**src/sv/rqs_pkg.sv**
```systemverilog
// Shared types, sizes and the key normalizer for the record quicksort block.
// No dependencies; used by rqs_ctrl, rqs_dp and record_quicksort_by_key.
package rqs_pkg;

    localparam int MAX_RECORDS = 64;
    localparam int NAME_CHARS  = 8;
    localparam int ROLL_CHARS  = 8;
    localparam int KEY_W       = 64;
    localparam int AGE_W       = 7;
    localparam int IDX_W       = $clog2(MAX_RECORDS);
    localparam int CNT_W       = $clog2(MAX_RECORDS + 1);
    localparam int REC_W       = 2 * KEY_W + AGE_W;
    localparam int DATA_W      = ((REC_W + 7) / 8) * 8;

    // Port A read address select
    localparam logic [1:0] ASEL_LO = 2'd0;
    localparam logic [1:0] ASEL_I  = 2'd1;
    localparam logic [1:0] ASEL_K  = 2'd2;

    // One record, name key in the low bits
    typedef struct packed {
        logic [AGE_W-1:0] age;
        logic [KEY_W-1:0] roll;
        logic [KEY_W-1:0] name;
    } t_rec;

    // Commands from the controller to the datapath
    typedef struct packed {
        logic       load_wr;
        logic       cnt_clr;
        logic       sort_start;
        logic       pop;
        logic       range_ld;
        logic       piv_ld;
        logic       rd_a;
        logic [1:0] a_sel;
        logic       rd_b;
        logic       i_inc;
        logic       j_dec;
        logic       swap_a;
        logic       swap_b;
        logic       push_r;
        logic       push_l;
        logic       out_ld;
        logic       k_clr;
        logic       k_inc;
    } t_cmd;

    // Status from the datapath to the controller
    typedef struct packed {
        logic cnt_zero;
        logic cnt_lt2;
        logic sp_zero;
        logic i_lt_hi;
        logic a_lt_piv;
        logic j_gt_lo;
        logic b_gt_piv;
        logic i_ge_j;
        logic last_k;
    } t_stat;

    // Keep the top chars bytes, clear everything from the first zero byte on
    function automatic logic [KEY_W-1:0] norm_key(input logic [KEY_W-1:0] key,
                                                  input int unsigned chars);
        logic [KEY_W-1:0] res;
        logic             done;
        logic [7:0]       b;
        res  = '0;
        done = 1'b0;
        for (int n = 0; n < KEY_W / 8; n++) begin
            b = key[KEY_W-1-8*n -: 8];
            if (n >= int'(chars) || b == 8'h00) begin
                done = 1'b1;
            end
            if (!done) begin
                res[KEY_W-1-8*n -: 8] = b;
            end
        end
        return res;
    endfunction

endpackage

```
**src/sv/rqs_ctrl.sv**
```systemverilog
// Sequencer for load, Hoare partition quicksort and sorted readout.
// Depends on rqs_pkg; drives rqs_dp through t_cmd and reads t_stat.
module rqs_ctrl (
    input  logic          i_clk,
    input  logic          i_rst_n,
    input  logic          i_s_tvalid,
    input  logic          i_s_tlast,
    output logic          o_s_tready,
    output logic          o_m_tvalid,
    input  logic          i_m_tready,
    input  rqs_pkg::t_stat i_stat,
    output rqs_pkg::t_cmd  o_cmd
);

    localparam logic [3:0] S_LOAD  = 4'd0;
    localparam logic [3:0] S_INIT  = 4'd1;
    localparam logic [3:0] S_POP   = 4'd2;
    localparam logic [3:0] S_RANGE = 4'd3;
    localparam logic [3:0] S_PIV   = 4'd4;
    localparam logic [3:0] S_RDI   = 4'd5;
    localparam logic [3:0] S_CMPI  = 4'd6;
    localparam logic [3:0] S_RDJ   = 4'd7;
    localparam logic [3:0] S_CMPJ  = 4'd8;
    localparam logic [3:0] S_SWA   = 4'd9;
    localparam logic [3:0] S_SWB   = 4'd10;
    localparam logic [3:0] S_PUSHR = 4'd11;
    localparam logic [3:0] S_PUSHL = 4'd12;
    localparam logic [3:0] S_ORD   = 4'd13;
    localparam logic [3:0] S_OLD   = 4'd14;
    localparam logic [3:0] S_OWAIT = 4'd15;

    logic [3:0] r_state;
    logic [3:0] n_state;

    assign o_s_tready = (r_state == S_LOAD);
    assign o_m_tvalid = (r_state == S_OWAIT);

    // Next state and command decode
    always_comb begin
        n_state = r_state;
        o_cmd   = '0;
        unique case (r_state)
            S_LOAD: begin
                if (i_s_tvalid) begin
                    o_cmd.load_wr = 1'b1;
                    if (i_s_tlast) begin
                        n_state = S_INIT;
                    end
                end
            end
            S_INIT: begin
                o_cmd.sort_start = 1'b1;
                o_cmd.k_clr      = 1'b1;
                if (i_stat.cnt_zero) begin
                    o_cmd.cnt_clr = 1'b1;
                    n_state       = S_LOAD;
                end else if (i_stat.cnt_lt2) begin
                    n_state = S_ORD;
                end else begin
                    n_state = S_POP;
                end
            end
            S_POP: begin
                if (i_stat.sp_zero) begin
                    n_state = S_ORD;
                end else begin
                    o_cmd.pop = 1'b1;
                    n_state   = S_RANGE;
                end
            end
            S_RANGE: begin
                o_cmd.range_ld = 1'b1;
                o_cmd.rd_a     = 1'b1;
                o_cmd.a_sel    = rqs_pkg::ASEL_LO;
                n_state        = S_PIV;
            end
            S_PIV: begin
                o_cmd.piv_ld = 1'b1;
                n_state      = S_RDI;
            end
            S_RDI: begin
                o_cmd.rd_a  = 1'b1;
                o_cmd.a_sel = rqs_pkg::ASEL_I;
                n_state     = S_CMPI;
            end
            S_CMPI: begin
                if (i_stat.i_lt_hi && i_stat.a_lt_piv) begin
                    o_cmd.i_inc = 1'b1;
                    n_state     = S_RDI;
                end else begin
                    n_state = S_RDJ;
                end
            end
            S_RDJ: begin
                o_cmd.rd_b = 1'b1;
                n_state    = S_CMPJ;
            end
            S_CMPJ: begin
                if (i_stat.j_gt_lo && i_stat.b_gt_piv) begin
                    o_cmd.j_dec = 1'b1;
                    n_state     = S_RDJ;
                end else if (i_stat.i_ge_j) begin
                    n_state = S_PUSHR;
                end else begin
                    n_state = S_SWA;
                end
            end
            S_SWA: begin
                o_cmd.swap_a = 1'b1;
                n_state      = S_SWB;
            end
            S_SWB: begin
                o_cmd.swap_b = 1'b1;
                n_state      = S_RDI;
            end
            S_PUSHR: begin
                o_cmd.push_r = 1'b1;
                n_state      = S_PUSHL;
            end
            S_PUSHL: begin
                o_cmd.push_l = 1'b1;
                n_state      = S_POP;
            end
            S_ORD: begin
                o_cmd.rd_a  = 1'b1;
                o_cmd.a_sel = rqs_pkg::ASEL_K;
                n_state     = S_OLD;
            end
            S_OLD: begin
                o_cmd.out_ld = 1'b1;
                n_state      = S_OWAIT;
            end
            S_OWAIT: begin
                if (i_m_tready) begin
                    if (i_stat.last_k) begin
                        o_cmd.cnt_clr = 1'b1;
                        n_state       = S_LOAD;
                    end else begin
                        o_cmd.k_inc = 1'b1;
                        n_state     = S_ORD;
                    end
                end
            end
            default: n_state = S_LOAD;
        endcase
    end

    // Hold state
    always_ff @(posedge i_clk) begin
        if (!i_rst_n) begin
            r_state <= S_LOAD;
        end else begin
            r_state <= n_state;
        end
    end

endmodule

```
**config.mk**
```make
export PLATFORM = sky130hd
export DESIGN_NAME = rqs_ctrl
export DESIGN_NICKNAME = d
export VERILOG_FILES = /design/src/sv/rqs_pkg.sv /design/src/sv/rqs_ctrl.sv
export SDC_FILE = /design/constraint.sdc
export NUM_CORES = 1
export LEC_CHECK = 0
export BUFFER_PORTS_ARGS = -buffer_cell sky130_fd_sc_hd__buf_2
export CAP_MARGIN = 20
export CORE_AREA = 2 2 39 41
export DETAILED_ROUTE_END_ITERATION = 12
export DIE_AREA = 0 0 41 43
export PLACE_DENSITY = 0.73
export REMOVE_ABC_BUFFERS = 1
export SYNTH_ARGS = -nofsm -noshare
export SYNTH_HDL_FRONTEND = slang
export SYNTH_SLANG_ARGS = --single-unit
```
**constraint.sdc**
```tcl
create_clock -name i_clk -period 1.7 [get_ports i_clk]
set_clock_uncertainty 0.1 [all_clocks]
set_input_delay 0.51 -clock i_clk [delete_from_list [all_inputs] [get_ports i_clk]]
set_output_delay 0.51 -clock i_clk [all_outputs]
set_load 0.01 [all_outputs]
```
### Yosys cells after proc, flatten, opt, wreduce, memory -nomap -nowiden

Index checks and enable logic that the tools add are counted.

| operators by class | value |
|---|---|
| add/sub/neg operators | 0 |
| $mul | 0 |
| divide/modulo/power cells | 0 |
| $lt $le $gt $ge | 0 |
| equality and inequality tests | 18 |
| shift-type cells | 0 |
| mux-type cells | 36 |
| bitwise operators | 0 |
| reduce and logical (&&, ||, !) cells | 5 |

Operators by type and width:

| operator | count |
|---|---|
| $pmux W4 S15 | 1 |
| $eq A4 B4 Y1 const B | 8 |
| $mux W4 | 8 |
| $mux W1 | 23 |
| $eq A4 B3 Y1 const B | 4 |
| $pmux W3 S3 | 1 |
| $eq A4 B2 Y1 const B | 2 |
| $eq A4 B1 Y1 const B | 1 |
| $logic_not A4 Y1 | 1 |
| $mux W2 | 2 |
| $ne A2 B2 Y1 const B | 2 |
| $reduce_and A3 Y1 | 1 |
| $logic_and A1 B1 Y1 | 2 |
| $ne A2 B1 Y1 const B | 1 |
| $pmux W1 S2 | 1 |
| $reduce_or A2 Y1 | 1 |

| word-level totals | value |
|---|---|
| bits in registers | 4 |
| bits in latches | 0 |
| RAM bits | 0 |
| ROM bits | 0 |
| input bits | 14 |
| output and inout port bits | 21 |
| logic and storage cells | 60 |
| memories kept | 0 |

### Depth between registers and ports, before layout

| logic depth | value |
|---|---|
| word-level depth | 3 |
| mapped depth | 5 |
| depth with buffers taken out | 4 |

### Least setup slack after synthesis

No wires, ideal clock.

| timing path | value |
|---|---|
| path kind | reg-to-output |
| start point | register r_state[1] |
| end point | output port o_cmd[17] (netlist bit) |
| arrival time | 1.171 ns |
| slack | -0.081 ns |
| cell stages (with the launch flop) | 5 |
| path through | dfxtp_1 buf_4 nand2_1 nor2_1 a32o_1 |

RTL lines:

| element | line | text |
|---|---|---|
| start: declaration | rqs_ctrl.sv:32 | `logic [3:0] r_state;` |
| start signal: assignment | rqs_ctrl.sv:153 | `r_state <= n_state;` |
| end: declaration | rqs_ctrl.sv:12 | `output rqs_pkg::t_cmd o_cmd` |

==> metrics.md <==
| Metric | Value |
|---|---|
| Status | complete, but fails checks |
| Failing checks | negative setup slack |
| Chip height | ~43 um |
| Syn avg cell area | around 6.6 sq um |
| Post-synthesis simple-gate area fraction | 0.478 |
| Setup crit start kind | register |
| Die width | 41 um |
| Fmax | 509 MHz |
| Final min period | 1.97 ns |
| Combinational group share of total power | 0.469 |
| Worst setup margin | -0.265 ns |
| Worst Path Max Fanout | 5 |
| Crit-path cells | buf_6 > buf_6 > nor2_4 > nand2_2 > inv_2 > and2_1 > buf_2 |
| Final antenna-violating net count | 0 |
| Seq/Total Area, Yosys | 0.162 |
| Post-Synthesis Cells | 75 |
| Clock sinks | 4 |
| CP Capture Type | output port |
| Clk_lat worst skew | between 0.2 and 0.3 ns |
| Max FFs per register | 4 |
| Vias in the first global route | 736 |
| First-pass GRT wire length | 3.08 mm |
| Biggest regs | r_state x4 |
| Vias | between 800 and 900 |
| I/O pins | 35 |
| Drc violations | 0 |
| Max cap viols | 0 |
| Grt ovf | 0 |
| I/O Buffers | 34 |
| Initial core utilization | 0.357 |
| Layout cell share with drive strength beyond 1 | 0.747 |
| Seq pwr share | 0.237 |
| Compound-Gate Fraction of Synth Area | 0.218 |
| Netlist cell types | 26 |
| Setup TNS | -2.62 ns |
| Cell-internal power | 289 uW |
| CP peak stage delay | 0.35 ns |
| Ys Warns | 0 |
| Pre-CTS WS | -0.0636 ns |
| Total power | 445 uW |
| Worst hold slack | 0.452 ns |
| Slew @ Worst Pin | between 0.2 and 0.3 ns |
| PwrDens | between 300 and 400 mW/mm^2 |
| # H-tree levels | 1 |
| VDD IR max | 0.310 mV |
| Final setup violation count | 20 |
| Switch Pwr | around 160 uW |
| Nets | 162 |
| Hold Path Class | in2reg |
| Core Area | 0.00138 sq mm |
| Largest family of logic cells by synthesized area | simple AND/OR/NAND/NOR gates |
| Slowest library cell on the worst path | dfxtp_4 |
| Cts bufs inserted | 3 |
| Rel. slew slack | 0.813 |
| Number of diodes | 0 |
| Drt via density | 5.49 |
| Top-area cell type share of the netlist area | 0.162 |
| DRT Pass-1 Iters | 5 |
| Root buffer cell | clkbuf_4 |
| Synth area leaders | dfxtp_1 16%, nor2_1 11%, nand2_1 8.4% |
| CP arrival | 1.36 ns |
| Netlist Area Pre-Place | 494 sq um |
| Final slew viol count | 0 |
| DRT iter0 DRCs | 17 |
| Cell taking the most area after synthesis | dfxtp_1 |
| Synth-to-layout area growth | 139% |
| Worst Path Required | 1.09 ns |
| Xor and xnor area share after synthesis | 0 |
| #FFs+latches synth | 4 |
| Fin. Hold Viols | 0 |
| Fillers | 75 |
| Die ar. | 0.00176 sq mm |
| Setup CP Type | reg2out |
| Switching Fraction | 0.349 |
| DP Wirelength | 1.25 mm |
| Site Rows | 14 |
| Pin count of the biggest net entering global routing | 8 |
| Adder-Cell Fraction of Synth Area | 0 |
| Power share of the clock group | 0.294 |
| Cell leakage power | 0.000587 uW |
| Clock Path Buffers | 2 |
| Final Cycle Share | 1.16 |
| Gr usage total | 0.257 |
| RSZ-0062 raised after global routing | true |
| Post-synthesis mux area share | 0.0405 |
| Initial antenna violation count | 0 |
| Routed wire per std cell | 15.7 um |
| Drt total wl | 2.54 mm |
| CTS tree | yes |
| Most flops, register | r_state |
| GP Congestion | 0.860 |
| CP dominant cell by count | buf_6 |
| Worst-path clk slew | ~0.040 ns |
[per-stage QoR]
stage | instances | utilization | area [sq um]
2_1_floorplan | 70 | - | 459
3_3_place_gp | 137 | 0.561 | 777
3_5_place_dp | 137 | 0.561 | 777
4_1_cts | 154 | 0.738 | 1020
5_1_grt | 162 | 0.853 | 1180
6_report | 162 | 0.853 | 1180
[routing by layer]
layer | track usage | up-vias | part of all wire
li1 | - | 405 | -
met1 | 0.329 | 409 | 0.39
met2 | 0.397 | 60 | 0.48
met3 | 0.0209 | 15 | 0.089
met4 | 0.147 | 0 | 0.048
met5 | 0 | - | 0
[synthesized netlist by cell type]
cell,count
a21oi_1,5
a21oi_2,2
a2bb2oi_1,1
a31oi_1,2
a32o_1,1
a32o_2,1
and2_1,1
and3_1,1
and4_1,1
buf_2,1
buf_4,4
dfxtp_1,4
inv_1,3
inv_2,1
mux2i_1,2
nand2_1,11
nand2b_1,4
nand3_1,1
nor2_1,15
nor2b_1,1
nor3_1,5
nor3_2,2
nor4_1,2
nor4b_4,1
o22ai_1,2
o32a_1,1
[critical path, delay by kind of cell (launching register included)]
| family | cells | cell delay (ns) |
|---|---|---|
| and+or+nand+nor | 3 | 0.31 |
| DFF | 1 | 0.35 |
| buffers and inverters | 4 | 0.44 |
[power by group through the flow]
| stage | clock, uW | sequential (uW) | combinational [uW] |
|---|---|---|---|
| 2_1_floorplan | 0 | 110 | 52.2 |
| 3_3_place_gp | 0 | 108 | 116 |
| 3_5_place_dp | 0 | 108 | 118 |
| 6_report | 131 | 106 | 209 |
| 5_1_grt | 144 | 106 | 221 |
| 4_1_cts | 130 | 105 | 165 |
[cell type report]
type                            instances  area, sq um  area share
Tap cell                               16         20.0      0.0170
Sequential cell                         4         95.1      0.0806
Inverter                                4         15.0      0.0127
Timing Repair Buffer                   73          532       0.451
Clock buffer                            3         22.5      0.0191
Multi-Input combinational cell         62          495       0.420
[cell families after synthesis]
group | count (synthesis)
and+or+nand+nor | 45
AOI/OAI and AO/OA | 15
buffers and inverters | 9
DFF | 4
muxes | 2
[timing repair]
action | 4_1_cts | 5_1_grt
hold buffers | 0 | 0
endpoints found under the hold margin | 0 | 0
gates cloned | 0 | 0
endpoints found under the setup margin | 21 | 24
setup buffers | 14 | 10
pin swaps | 3 | 9
gates resized for setup | 32 | 24
[layout by cell type, fill, tap and decap left out, types with 2 or more instances in the layout]
| cell | n |
|---|---|
| buf_4 | 24 |
| dfxtp_4 | 4 |
| buf_6 | 17 |
| inv_1 | 2 |
| nand2b_4 | 3 |
| a21oi_2 | 3 |
| nand2_1 | 8 |
| buf_2 | 32 |
| nor3_2 | 5 |
| inv_2 | 2 |
| mux2i_1 | 2 |
| nor2_1 | 8 |
| nor2_4 | 5 |
| nand2_2 | 2 |
| a21oi_1 | 4 |
| nor2_2 | 2 |
| a31oi_1 | 2 |
| o22ai_1 | 2 |
| clkbuf_4 | 3 |
[worst paths after layout]
| check | from | endpoint | slack (ns) | cells past startpoint |
|---|---|---|---|---|
| max | r_state[2] | o_cmd[18] | -0.27 | 7 |
| min | i_rst_n | r_state[3] | 0.45 | 3 |
| max reg2reg | r_state[2] | r_state[2] | 0.03 | 10 |
| min reg2reg | r_state[3] | r_state[0] | 0.70 | 4 |
No activity file was read; power rests on OpenSTA's default activity.
